==> src/hw/rtl/http_chunked_body_decoder_macros.svh <==
// ============================================================================
// HTTP chunked body decoder assertion macros
// Shared concurrent assertion forms, clocked on clk and held off in reset.
// ============================================================================
`ifndef HTTP_CHUNKED_BODY_DECODER_MACROS_SVH
`define HTTP_CHUNKED_BODY_DECODER_MACROS_SVH

// Same-cycle implication
`define CHD_ASSERT_NOW(lbl, ante, cons) \
    lbl: assert property (@(posedge clk) disable iff (!rst_n) (ante) |-> (cons)) \
        else $error("chunked decoder check failed");

// Next-cycle implication
`define CHD_ASSERT_NEXT(lbl, ante, cons) \
    lbl: assert property (@(posedge clk) disable iff (!rst_n) (ante) |=> (cons)) \
        else $error("chunked decoder check failed");

`endif

==> src/hw/rtl/chd_pkg.sv <==
// ============================================================================
// chd_pkg
// Shared constants, types and the hex digit decoder of the chunked decoder.
// ============================================================================
package chd_pkg;

    // Width of chunk size and payload byte counters
    localparam int SIZE_BITS = 32;

    // Character codes
    localparam logic [7:0] CHAR_CR   = 8'h0D;
    localparam logic [7:0] CHAR_LF   = 8'h0A;
    localparam logic [7:0] CHAR_SP   = 8'h20;
    localparam logic [7:0] CHAR_TAB  = 8'h09;
    localparam logic [7:0] CHAR_VT   = 8'h0B;
    localparam logic [7:0] CHAR_FF   = 8'h0C;
    localparam logic [7:0] CHAR_ZERO = 8'h30;
    localparam logic [7:0] CHAR_X_LO = 8'h78;
    localparam logic [7:0] CHAR_X_UP = 8'h58;

    // Line-end bytes skipped after each chunk's payload
    localparam logic [1:0] CRLF_SKIP = 2'd2;

    // Size-line parser controls from the core
    typedef struct packed {
        logic parse;   // feed the byte to the hex parser
        logic clear;   // line ended: restart parser
    } size_ctl_t;

    // One step's result
    typedef struct packed {
        logic       emit;
        logic       eob;
        logic [7:0] data;
    } result_t;

    typedef struct packed {
        logic       vld;
        logic [3:0] val;
    } hex_digit_t;

    // Hex digit decode: 0-9, a-f, A-F
    function automatic hex_digit_t hex_decode(input logic [7:0] c);
        hex_digit_t d;
        logic [7:0] t;
        d = '{vld: 1'b0, val: 4'd0};
        t = 8'd0;
        if (c >= 8'h30 && c <= 8'h39) begin
            t = c - 8'h30;
            d = '{vld: 1'b1, val: t[3:0]};
        end
        else if (c >= 8'h61 && c <= 8'h66) begin
            t = c - 8'h57;
            d = '{vld: 1'b1, val: t[3:0]};
        end
        else if (c >= 8'h41 && c <= 8'h46) begin
            t = c - 8'h37;
            d = '{vld: 1'b1, val: t[3:0]};
        end
        return d;
    endfunction

endpackage

==> src/hw/rtl/http_chunked_body_decoder.sv <==
// ============================================================================
// http_chunked_body_decoder
// HTTP/1.1 chunked transfer body decoder, one byte per request.
// ============================================================================
// Takes one body byte per accepted request and returns the payload bytes of
// each chunk, plus one end-of-body result for the zero-size chunk; all later
// bytes are dropped. Throughput is one byte per clock while a full result
// register is not stalled: the whole per-byte state update is combinational
// between the input register and the result register, so each byte is held
// in the input register and its result in the result register. The input
// register is held only while a byte that yields a result waits on a full,
// stalled result register. No clearing pass after reset.
// ============================================================================
`include "http_chunked_body_decoder_macros.svh"

module http_chunked_body_decoder (
    input  logic       clk,
    input  logic       rst_n,
    input  logic       in_valid,
    output logic       in_ready,
    input  logic [7:0] in_byte,
    output logic       out_valid,
    input  logic       out_ready,
    output logic [7:0] payload_byte,
    output logic       end_of_body
);
    import chd_pkg::*;

    logic       stage_vld_reg, stage_vld_next;
    logic [7:0] stage_byte_reg;
    logic       out_vld_reg, out_vld_next;
    logic [7:0] out_byte_reg;
    logic       out_eob_reg;
    result_t    res;
    logic       adv;
    logic       in_acc;
    logic       finished;

    chd_core u_core (
        .clk      (clk),
        .rst_n    (rst_n),
        .adv      (adv),
        .in_byte  (stage_byte_reg),
        .res      (res),
        .finished (finished)
    );

    // Stage advances unless its result has nowhere to go
    assign adv      = stage_vld_reg && (!res.emit || !out_vld_reg || out_ready);
    assign in_ready = !stage_vld_reg || adv;
    assign in_acc   = in_valid && in_ready;

    always_comb
    begin
        stage_vld_next = stage_vld_reg;
        if (in_acc)
            stage_vld_next = 1'b1;
        else if (adv)
            stage_vld_next = 1'b0;

        out_vld_next = out_vld_reg;
        if (adv && res.emit)
            out_vld_next = 1'b1;
        else if (out_ready)
            out_vld_next = 1'b0;
    end

    // Input register
    always_ff @(posedge clk or negedge rst_n)
    begin
        if (!rst_n)
            stage_vld_reg <= 1'b0;
        else
            stage_vld_reg <= stage_vld_next;
    end

    always_ff @(posedge clk)
    begin
        if (in_acc)
            stage_byte_reg <= in_byte;
    end

    // Result register
    always_ff @(posedge clk or negedge rst_n)
    begin
        if (!rst_n)
            out_vld_reg <= 1'b0;
        else
            out_vld_reg <= out_vld_next;
    end

    always_ff @(posedge clk)
    begin
        if (adv && res.emit)
        begin
            out_byte_reg <= res.data;
            out_eob_reg  <= res.eob;
        end
    end

    assign out_valid    = out_vld_reg;
    assign payload_byte = out_byte_reg;
    assign end_of_body  = out_eob_reg;

    // Checks
    `CHD_ASSERT_NOW(a_eob_zero_byte, out_vld_reg && out_eob_reg, out_byte_reg == 8'd0)
    `CHD_ASSERT_NEXT(a_eob_last, out_vld_reg && out_ready && out_eob_reg, !out_vld_reg)
    `CHD_ASSERT_NEXT(a_stage_hold, stage_vld_reg && !adv, stage_vld_reg && $stable(stage_byte_reg))
    `CHD_ASSERT_NOW(a_finished_silent, finished, !res.emit)

endmodule

==> src/hw/rtl/chd_size_parse.sv <==
// ============================================================================
// chd_size_parse
// Chunk size line parser: blanks, optional 0x prefix, saturating hex value.
// ============================================================================
module chd_size_parse (
    input  logic                          clk,
    input  logic                          rst_n,
    input  chd_pkg::size_ctl_t            ctl,
    input  logic [7:0]                    in_byte,
    output logic [chd_pkg::SIZE_BITS-1:0] size_accum
);
    import chd_pkg::*;

    typedef enum logic [1:0] {
        HX_BLANK,
        HX_ZERO,
        HX_DIGITS,
        HX_STOP
    } hex_phase_t;

    hex_phase_t           hex_phase_reg, hex_phase_next;
    logic [SIZE_BITS-1:0] accum_reg, accum_next;
    logic [SIZE_BITS-1:0] accum_add;
    hex_digit_t           dig;
    logic                 blank;

    // Digit decode and saturating shift-in
    always_comb
    begin
        dig   = hex_decode(in_byte);
        blank = (in_byte == CHAR_SP) || (in_byte == CHAR_TAB) ||
                (in_byte == CHAR_VT) || (in_byte == CHAR_FF);
        if (|accum_reg[SIZE_BITS-1 -: 4])
            accum_add = '1;
        else
            accum_add = {accum_reg[SIZE_BITS-5:0], dig.val};
    end

    // Parser phase
    always_comb
    begin
        hex_phase_next = hex_phase_reg;
        accum_next     = accum_reg;
        if (ctl.clear)
        begin
            hex_phase_next = HX_BLANK;
            accum_next     = '0;
        end
        else if (ctl.parse)
        begin
            case (hex_phase_reg)
                HX_BLANK:
                begin
                    if (!blank)
                    begin
                        if (in_byte == CHAR_ZERO)
                            hex_phase_next = HX_ZERO;
                        else if (dig.vld)
                        begin
                            accum_next     = accum_add;
                            hex_phase_next = HX_DIGITS;
                        end
                        else
                            hex_phase_next = HX_STOP;
                    end
                end
                HX_ZERO:
                begin
                    if (in_byte == CHAR_X_LO || in_byte == CHAR_X_UP)
                        hex_phase_next = HX_DIGITS;
                    else if (dig.vld)
                    begin
                        accum_next     = accum_add;
                        hex_phase_next = HX_DIGITS;
                    end
                    else
                        hex_phase_next = HX_STOP;
                end
                HX_DIGITS:
                begin
                    if (dig.vld)
                        accum_next = accum_add;
                    else
                        hex_phase_next = HX_STOP;
                end
                default:
                begin
                    hex_phase_next = hex_phase_reg;
                end
            endcase
        end
    end

    always_ff @(posedge clk or negedge rst_n)
    begin
        if (!rst_n)
        begin
            hex_phase_reg <= HX_BLANK;
            accum_reg     <= '0;
        end
        else
        begin
            hex_phase_reg <= hex_phase_next;
            accum_reg     <= accum_next;
        end
    end

    assign size_accum = accum_reg;

endmodule

==> src/hw/rtl/chd_core.sv <==
// ============================================================================
// chd_core
// Per-byte decoder state: size line, payload count, CRLF skip, end of body.
// ============================================================================
module chd_core (
    input  logic               clk,
    input  logic               rst_n,
    input  logic               adv,
    input  logic [7:0]         in_byte,
    output chd_pkg::result_t   res,
    output logic               finished
);
    import chd_pkg::*;

    typedef enum logic [1:0] {
        PH_SIZE,
        PH_DATA,
        PH_CRLF
    } phase_t;

    phase_t               phase_reg, phase_next;
    logic [SIZE_BITS-1:0] remaining_reg, remaining_next;
    logic [1:0]           crlf_left_reg, crlf_left_next;
    logic                 finished_reg, finished_next;
    logic [1:0]           crlf_dec;
    logic [SIZE_BITS-1:0] size_accum;
    size_ctl_t            size_ctl;
    logic                 is_crlf;

    chd_size_parse u_size (
        .clk        (clk),
        .rst_n      (rst_n),
        .ctl        (size_ctl),
        .in_byte    (in_byte),
        .size_accum (size_accum)
    );

    // Step logic
    always_comb
    begin
        phase_next     = phase_reg;
        remaining_next = remaining_reg;
        crlf_left_next = crlf_left_reg;
        finished_next  = finished_reg;
        res            = '{emit: 1'b0, eob: 1'b0, data: 8'd0};
        size_ctl       = '{parse: 1'b0, clear: 1'b0};
        is_crlf        = (in_byte == CHAR_CR) || (in_byte == CHAR_LF);
        crlf_dec       = (crlf_left_reg != 2'd0) ? crlf_left_reg - 2'd1 : crlf_left_reg;

        if (!finished_reg)
        begin
            case (phase_reg)
                PH_DATA:
                begin
                    if (remaining_reg == '0)
                        phase_next = PH_SIZE;
                    else
                    begin
                        res            = '{emit: 1'b1, eob: 1'b0, data: in_byte};
                        remaining_next = remaining_reg - SIZE_BITS'(1);
                        if (remaining_reg == SIZE_BITS'(1))
                        begin
                            phase_next     = PH_CRLF;
                            crlf_left_next = CRLF_SKIP;
                        end
                    end
                end
                PH_CRLF:
                begin
                    if (is_crlf)
                    begin
                        crlf_left_next = crlf_dec;
                        if (crlf_dec == 2'd0)
                            phase_next = PH_SIZE;
                    end
                end
                default:
                begin
                    // size line, also the spare phase code
                    phase_next = PH_SIZE;
                    if (in_byte == CHAR_LF)
                    begin
                        size_ctl.clear = adv;
                        if (size_accum == '0)
                        begin
                            finished_next = 1'b1;
                            res           = '{emit: 1'b1, eob: 1'b1, data: 8'd0};
                        end
                        else
                        begin
                            remaining_next = size_accum;
                            phase_next     = PH_DATA;
                        end
                    end
                    else if (in_byte != CHAR_CR)
                        size_ctl.parse = adv;
                end
            endcase
        end
    end

    always_ff @(posedge clk or negedge rst_n)
    begin
        if (!rst_n)
        begin
            phase_reg     <= PH_SIZE;
            remaining_reg <= '0;
            crlf_left_reg <= 2'd0;
            finished_reg  <= 1'b0;
        end
        else if (adv)
        begin
            phase_reg     <= phase_next;
            remaining_reg <= remaining_next;
            crlf_left_reg <= crlf_left_next;
            finished_reg  <= finished_next;
        end
    end

    assign finished = finished_reg;

endmodule

==> config.mk <==
export PLATFORM = sky130hd
export DESIGN_NAME = http_chunked_body_decoder
export DESIGN_NICKNAME = d
export VERILOG_FILES = /design/src/hw/rtl/chd_pkg.sv /design/src/hw/rtl/http_chunked_body_decoder.sv /design/src/hw/rtl/chd_size_parse.sv /design/src/hw/rtl/chd_core.sv
export VERILOG_INCLUDE_DIRS = /design/src /design/src/hw/rtl
export SDC_FILE = /design/constraint.sdc
export NUM_CORES = 1
export LEC_CHECK = 0
export CAP_MARGIN = 30
export CORE_MARGIN = 2
export CORE_UTILIZATION = 64
export DETAILED_ROUTE_END_ITERATION = 10
export DONT_BUFFER_PORTS = 1
export PLACE_DENSITY = 0.84
export SLEW_MARGIN = 10
export SYNTH_ARGS = -nofsm -noshare
export SYNTH_HDL_FRONTEND = slang
export SYNTH_SLANG_ARGS = --single-unit
==> constraint.sdc <==
create_clock -name clk -period 3.1 [get_ports clk]
set_input_delay 0.155 -clock clk [delete_from_list [all_inputs] [get_ports clk]]
set_output_delay 0.155 -clock clk [all_outputs]
set_load 0.02 [all_outputs]
==> metrics.md, run 1 <==
| Metric | Value |
|---|---|
| Comb power frac | `0.267` |
| H-tree depth | `3` |
| Fin crit share | `0.9196` |
| CTS resizes | `0` |
| Top-count cell post-synth | `nor2_1` |
| Starting Density | `0.6683` |
| Post-Synthesis Cells | `between 500 and 600` |
| Worst-skew pair later-pin latency | `0.36 ns` |
| Placer congestion estimate | `slightly above 0.9` |
| Sequential power share | `0.515` |
| Initial antenna violation count | `0` |
| Setup Buffers After CTS | `0` |
| TNS Setup | `0 ns` |
| Final Hold Vio Count | `0` |
| Global-route wire length before repair | `23380 um` |
| Fraction of final layout cells sized beyond drive strength 1 | `0.1072` |
| Endpoints failing setup | `0` |
| Top post-synthesis cells by count | `nor2_1 (101), dfrtp_1 (73), nor4_1 (38), nand2_1 (37), a211oi_1 (27)` |
| Die height | `~94 um` |
| Post-synth EDFFs | `17` |
| Critical Path RT | `about 3 ns` |
| Sw Pwr | `1510 uW` |
| Syn avg cell area | `between 9 and 10 sq um` |
| Layout Utilization | `0.7425` |
| Startpoint Class | `flip-flop` |
| Io pins | `23` |
| Critical path class | `reg2out` |
| Routed wire length | `between 10000 and 15000 um` |
| WHS | `approximately 0.13 ns` |
| Leak Pwr | `roughly 0.0022 uW` |
| Slew HR | `0.4461` |
| Crit-path max FO | `7` |
| Vias in the first global route | `4621` |
| Final Skew | `between 0.01 and 0.015 ns` |
| Worst Hold Class | `in2reg` |
| Power per Cell Area | `694.0 nW/um^2` |
| Int Pwr | `between 2000 and 3000 uW` |
| Worst-path clk slew | `around 0.10 ns` |
| Synth area leader | `dfrtp_1` |
| DR vias/cell | `around 7` |
| Die Area | `around 8900 sq um` |
| Async S/R FF share, synth | `0.8111` |
| Grt total ovfl | `0` |
| Clock power share | `0.219` |
| Worst IR Drop VDD | `~400 uV` |
| PortBufs | `0` |
| Outcome | `complete, no violations` |
| All-Layer GR Usage | `0.3398` |
| Flops & latches, synth | `90` |
| TritonRoute pass-1 iters | `6` |
| Iteration-0 DRC Markers | `approximately 550` |
| Ant. Diodes | `0` |
| CORE AREA | `roughly 8000 sq um` |
| Synth top area share | `0.3501` |
| Area Growth Syn to Fin | `11.10%` |
| Max_cap viols | `0` |
| Worst Path Arrival | `roughly 2.7 ns` |
| Mapped Area | `roughly 5200 sq um` |
| TritonCTS buffer count | `9` |
| Sw Share | `0.3754` |
| DRC | `0` |
| Root buf cell | `clkbuf_8` |
| # clock sinks | `90` |
| TritonCTS clock tree | `done` |
| Ranking of synthesized cells by area | `dfrtp_1 (35%), edfxtp_1 (9.8%), nor2_1 (7.3%), nor4_1 (4.6%), a211oi_1 (3.9%)` |
| Vias after detailed routing | `~4900` |
| Hold buffer count at cts | `11` |
| DRT antenna net count | `0` |
| Count of different cell masters after synthesis | `between 60 and 70` |
| Row count | `32` |
| Critical path capture point type | `output pin` |
| RSZ-0062 raised after global routing | `no` |
| Slew @ Worst Pin | `between 0.8 and 0.9 ns` |
| Dpl hpwl | `around 9400 um` |
| Post-route minimum period | `approximately 2.9 ns` |
| Yosys warnings | `0` |
| Max Clk Rate | `around 350 MHz` |
| Wire length per cell | `around 20 um` |
| Pin count of the biggest net entering global routing | `74` |
| Fin. max-slew vios | `0` |
| PnR Total Power | `4023 uW` |
| Post-layout net count | `between 600 and 700` |
| Die Width | `between 90 and 100 um` |
| Sequential area share after synthesis | `0.4480` |
| Top_reg_cell synth | `dfrtp_1` |
| Post-Syn Nets | `~600` |
| Clock Path Buffers | `2` |
## per-layer routing
metal	track usage	wire length, um	up-vias
met5	0	0	-
met4	0.1244	394	0
met3	0.07384	1403	54
met2	0.5494	6778	304
met1	0.4513	5741	2306
li1	-	-	2186
## cells in the final DEF (no fill, tap or decap), types with 3 or more instances in the layout
cell type / count
dlygate4sd3_1: 10
a21oi_1: 17
a211oi_1: 27
nor4_1: 38
o31ai_1: 3
o221a_1: 17
a21o_1: 5
inv_1: 21
ha_1: 12
edfxtp_1: 17
a211o_1: 3
clkbuf_8: 9
and2_1: 7
nor2b_1: 3
nor2_1: 101
nand2_1: 37
buf_4: 31
a31oi_1: 3
or2_2: 3
a311oi_1: 7
or4_1: 5
o21ai_0: 18
o21ai_1: 21
and3_1: 6
nand2b_1: 10
a41o_1: 3
nand3_1: 5
o22ai_1: 8
dfrtp_1: 73
or2_1: 3
nor3b_1: 4
nand4_1: 6
or3_1: 6
nor3_1: 11
## metrics by stage
stage | area (sq um) | instances | setup WS (ns)
5_1_grt | 5797 | 699 | 0.07957
3_3_place_gp | 5450 | 671 | 0.09005
3_5_place_dp | 5450 | 671 | 0.05147
6_report | 5797 | 699 | 0.2491
4_1_cts | 5789 | 698 | 0.03119
2_1_floorplan | 5218 | 570 | 0.2311
## worst max-delay path: stages (launching register included)
cell	delay (ns)
dfrtp_1	0.45
or4_1	0.63
nor4b_4	0.38
and3_1	0.26
or3_1	0.19
a21oi_1	0.09
and3_1	0.20
inv_1	0.16
## cell families after synthesis
group | count (synthesis) | share of synthesized area
adder cells (fa/ha/maj) | 12 | 0.02878
AND/OR/NAND/NOR | 262 | 0.2621
buffers and inverters | 54 | 0.04580
AO/OA/AOI/OAI | 152 | 0.2154
flip-flops | 90 | 0.4480
## final cells by class
type | count | area (sq um)
multi-input cells | 426 | 2641
flip-flops and latches | 90 | 2337
fillers | 534 | 2011
repair buffers | 44 | 400.4
clock buffers | 11 | 131.4
well taps | 102 | 127.6
clock inverters | 5 | 80.08
inverters | 21 | 78.83
## final timing paths
kind | startpoint | slack [ns] | depth (start not counted) | end
max | u_core.remaining_reg[20] | 0.25 | 7 | in_ready
min | out_ready | 0.13 | 2 | out_valid
max reg2reg | stage_byte_reg[7] | 0.28 | 9 | u_core.remaining_reg[4]
min reg2reg | u_core.crlf_left_reg[0] | 0.54 | 1 | u_core.crlf_left_reg[0]
max in group asynchronous | rst_n | 2.44 | 2 | u_core.u_size.hex_phase_reg[0]
min in group asynchronous | rst_n | 0.32 | 2 | u_core.crlf_left_reg[0]
## power groups by stage
stage          sequential [uW]  clock (uW)  combinational [uW]
2_1_floorplan             1870           0                 791
3_3_place_gp              2030           0                 950
3_5_place_dp              2060           0                1010
4_1_cts                   2030         872                1050
5_1_grt                   2110         927                1190
6_report                  2070         880                1070
(Power assumes the default switching activity.)
==> run 2: changes to the inputs <==
Settings changed: CORE_UTILIZATION 64 to 38, PLACE_DENSITY 0.84 to 0.56.
==> run 2 against run 1 <==
- final area grew 2.7%
- utilization decreased by 30 points
- setup slack got worse by 0.046 ns
- highest routed layer unchanged
- register-to-register slack lost 0.08 ns
- die area rose by 65%
- routed wire length up 0.41%
- sequential cell count stayed put
- clock skew fell by 0.0037 ns
==> metrics.md, run 2 (synthesized netlist as in run 1, its figures left out) <==
| Metric | Value |
|---|---|
| Worst-skew pair later-pin latency | `around 0.35 ns` |
| Die height | `around 120 um` |
| H-tree depth | `3` |
| Max_cap viols | `0` |
| Dpl hpwl | `a little under 10000 um` |
| Starting Density | `0.3909` |
| Root buf cell | `clkbuf_16` |
| CORE AREA | `between 10000 and 15000 sq um` |
| CP top delay family | `simple AND/OR/NAND/NOR gates` |
| Max Clk Rate | `between 300 and 400 MHz` |
| Final Skew | `between 0.01 and 0.015 ns` |
| Die Area | `about 15000 sq um` |
| Pin count of the biggest net entering global routing | `74` |
| Worst Path Arrival | `2.96 ns` |
| Fraction of final layout cells sized beyond drive strength 1 | `0.08919` |
| Critical Path RT | `around 3.2 ns` |
| Endpoints failing setup | `0` |
| PortBufs | `0` |
| Hold buffer count at cts | `11` |
| Fin crit share | `0.9344` |
| Slew HR | `0.4041` |
| Final Hold Vio Count | `0` |
| Initial antenna violation count | `0` |
| Io pins | `23` |
| Clock Path Buffers | `2` |
| Crit-path max FO | `8` |
| Row count | `42` |
| Routed wire length | `around 14000 um` |
| All-Layer GR Usage | `0.2068` |
| FF/Latch Area | `roughly 2300 sq um` |
| Fin. max-slew vios | `0` |
| TritonRoute pass-1 iters | `5` |
| Buf/Inv on CP | `1` |
| Slowest-stage cell, CP | `or4_1` |
| Post-route minimum period | `approximately 2.9 ns` |
| DRT antenna net count | `0` |
| Placed cell count | `approximately 730` |
| Worst path max stage delay | `0.63 ns` |
| Layout fillers | `about 1300` |
| Commonest non-fill, non-tap cell in the layout | `nor2_1` |
| TritonCTS buffer count | `9` |
| PnR Total Power | `4436 uW` |
| Most frequent CP cell | `and3_1` |
| Wire length per cell | `~19 um` |
| CP cell instances | `or4_1 > nor4b_4 > and3_1 > or3_1 > a21oi_1 > and3_1 > nor2b_1 > buf_4` |
| Multi-input logic area | `around 2600 sq um` |
| DRC | `0` |
| Area Growth Syn to Fin | `14.08%` |
| Grt total ovfl | `0` |
| Most frequent cells in the layout | `nor2_1 (101), dfrtp_1 (73), nor4_1 (38), nand2_1 (37), a211oi_1 (27)` |
| RSZ-0062 raised after global routing | `no` |
| Worst Slack Setup Final | `between 0.2 and 0.25 ns` |
| Startpoint Class | `flip-flop` |
| Pre-CTS WS | `0.2455 ns` |
| Vias after detailed routing | `approximately 4500` |
| Power per Cell Area | `745.3 nW/um^2` |
| Setup Buffers After CTS | `0` |
| TNS Setup | `0 ns` |
| WHS | `0.1064 ns` |
| Iteration-0 DRC Markers | `430` |
| Slew @ Worst Pin | `about 0.89 ns` |
| Worst Hold Class | `in2reg` |
| Worst-path clk slew | `roughly 0.07 ns` |
| Post-layout net count | `about 600` |
| Critical path class | `reg2reg` |
| Placer congestion estimate | `0.8759` |
| Vias in the first global route | `4255` |
| # clock sinks | `90` |
| Non-Filler Instances | `between 700 and 800` |
| Ant. Diodes | `0` |
| Critical path capture point type | `flip-flop` |
| Die Width | `roughly 120 um` |
| CTS resizes | `0` |
| Global-route wire length before repair | `approximately 24000 um` |
| Worst IR Drop VDD | `roughly 260 uV` |
| Leak Pwr | `0.002227 uW` |
| Outcome | `complete, no violations` |
| TritonCTS clock tree | `done` |
| DR vias/cell | `around 6` |
## run 2: where the power goes
group	switching, uW	internal (uW)
logic	510	495
clock network	486	869
registers	524	1550
## run 2: cell type report
cell class                 count  share of cell area
multi-input combinational    426              0.4438
sequential                    90              0.3927
timing repair buffer          30             0.05171
clock buffer                   9             0.03784
tap                          176             0.03700
clock inverter                 7             0.02375
inverter                      21             0.01324
## run 2: path summary, 6_finish.rpt
check | slack (ns) | endpoint | start | cells past startpoint
setup / recovery | 0.20 | stage_byte_reg[4] | u_core.remaining_reg[20] | 8
hold / removal | 0.11 | out_valid | out_ready | 2
setup reg to reg | 0.20 | stage_byte_reg[4] | u_core.remaining_reg[20] | 8
hold reg to reg | 0.52 | u_core.crlf_left_reg[0] | u_core.crlf_left_reg[0] | 1
max in group asynchronous | 2.44 | u_core.u_size.size_accum[25] | rst_n | 2
min in group asynchronous | 0.35 | u_core.remaining_reg[0] | rst_n | 2
## run 2: worst reg2reg max path, cell delays in order, from the launching register on
cell     delay (ns)
dfrtp_1        0.44
or4_1          0.63
nor4b_4        0.39
and3_1         0.26
or3_1          0.19
a21oi_1        0.09
and3_1         0.20
nor2b_1        0.20
buf_4          0.21
## run 2: through the flow
step / area, sq um / utilization
floorplan: 5218 / -
global placement: 5458 / 0.4089
CTS: 5952 / 0.4459
global route: 5952 / 0.4459
finish: 5952 / 0.4459
detailed placement: 5458 / 0.4089
## run 2: layer usage
layer / global-route usage / wire (um) / vias to the layer above
met5: 0 / 0 / -
met4: 0.08118 / 363 / 0
met3: 0.03383 / 713 / 21
met2: 0.3076 / 6443 / 125
met1: 0.3006 / 6857 / 2198
li1: - / - / 2161
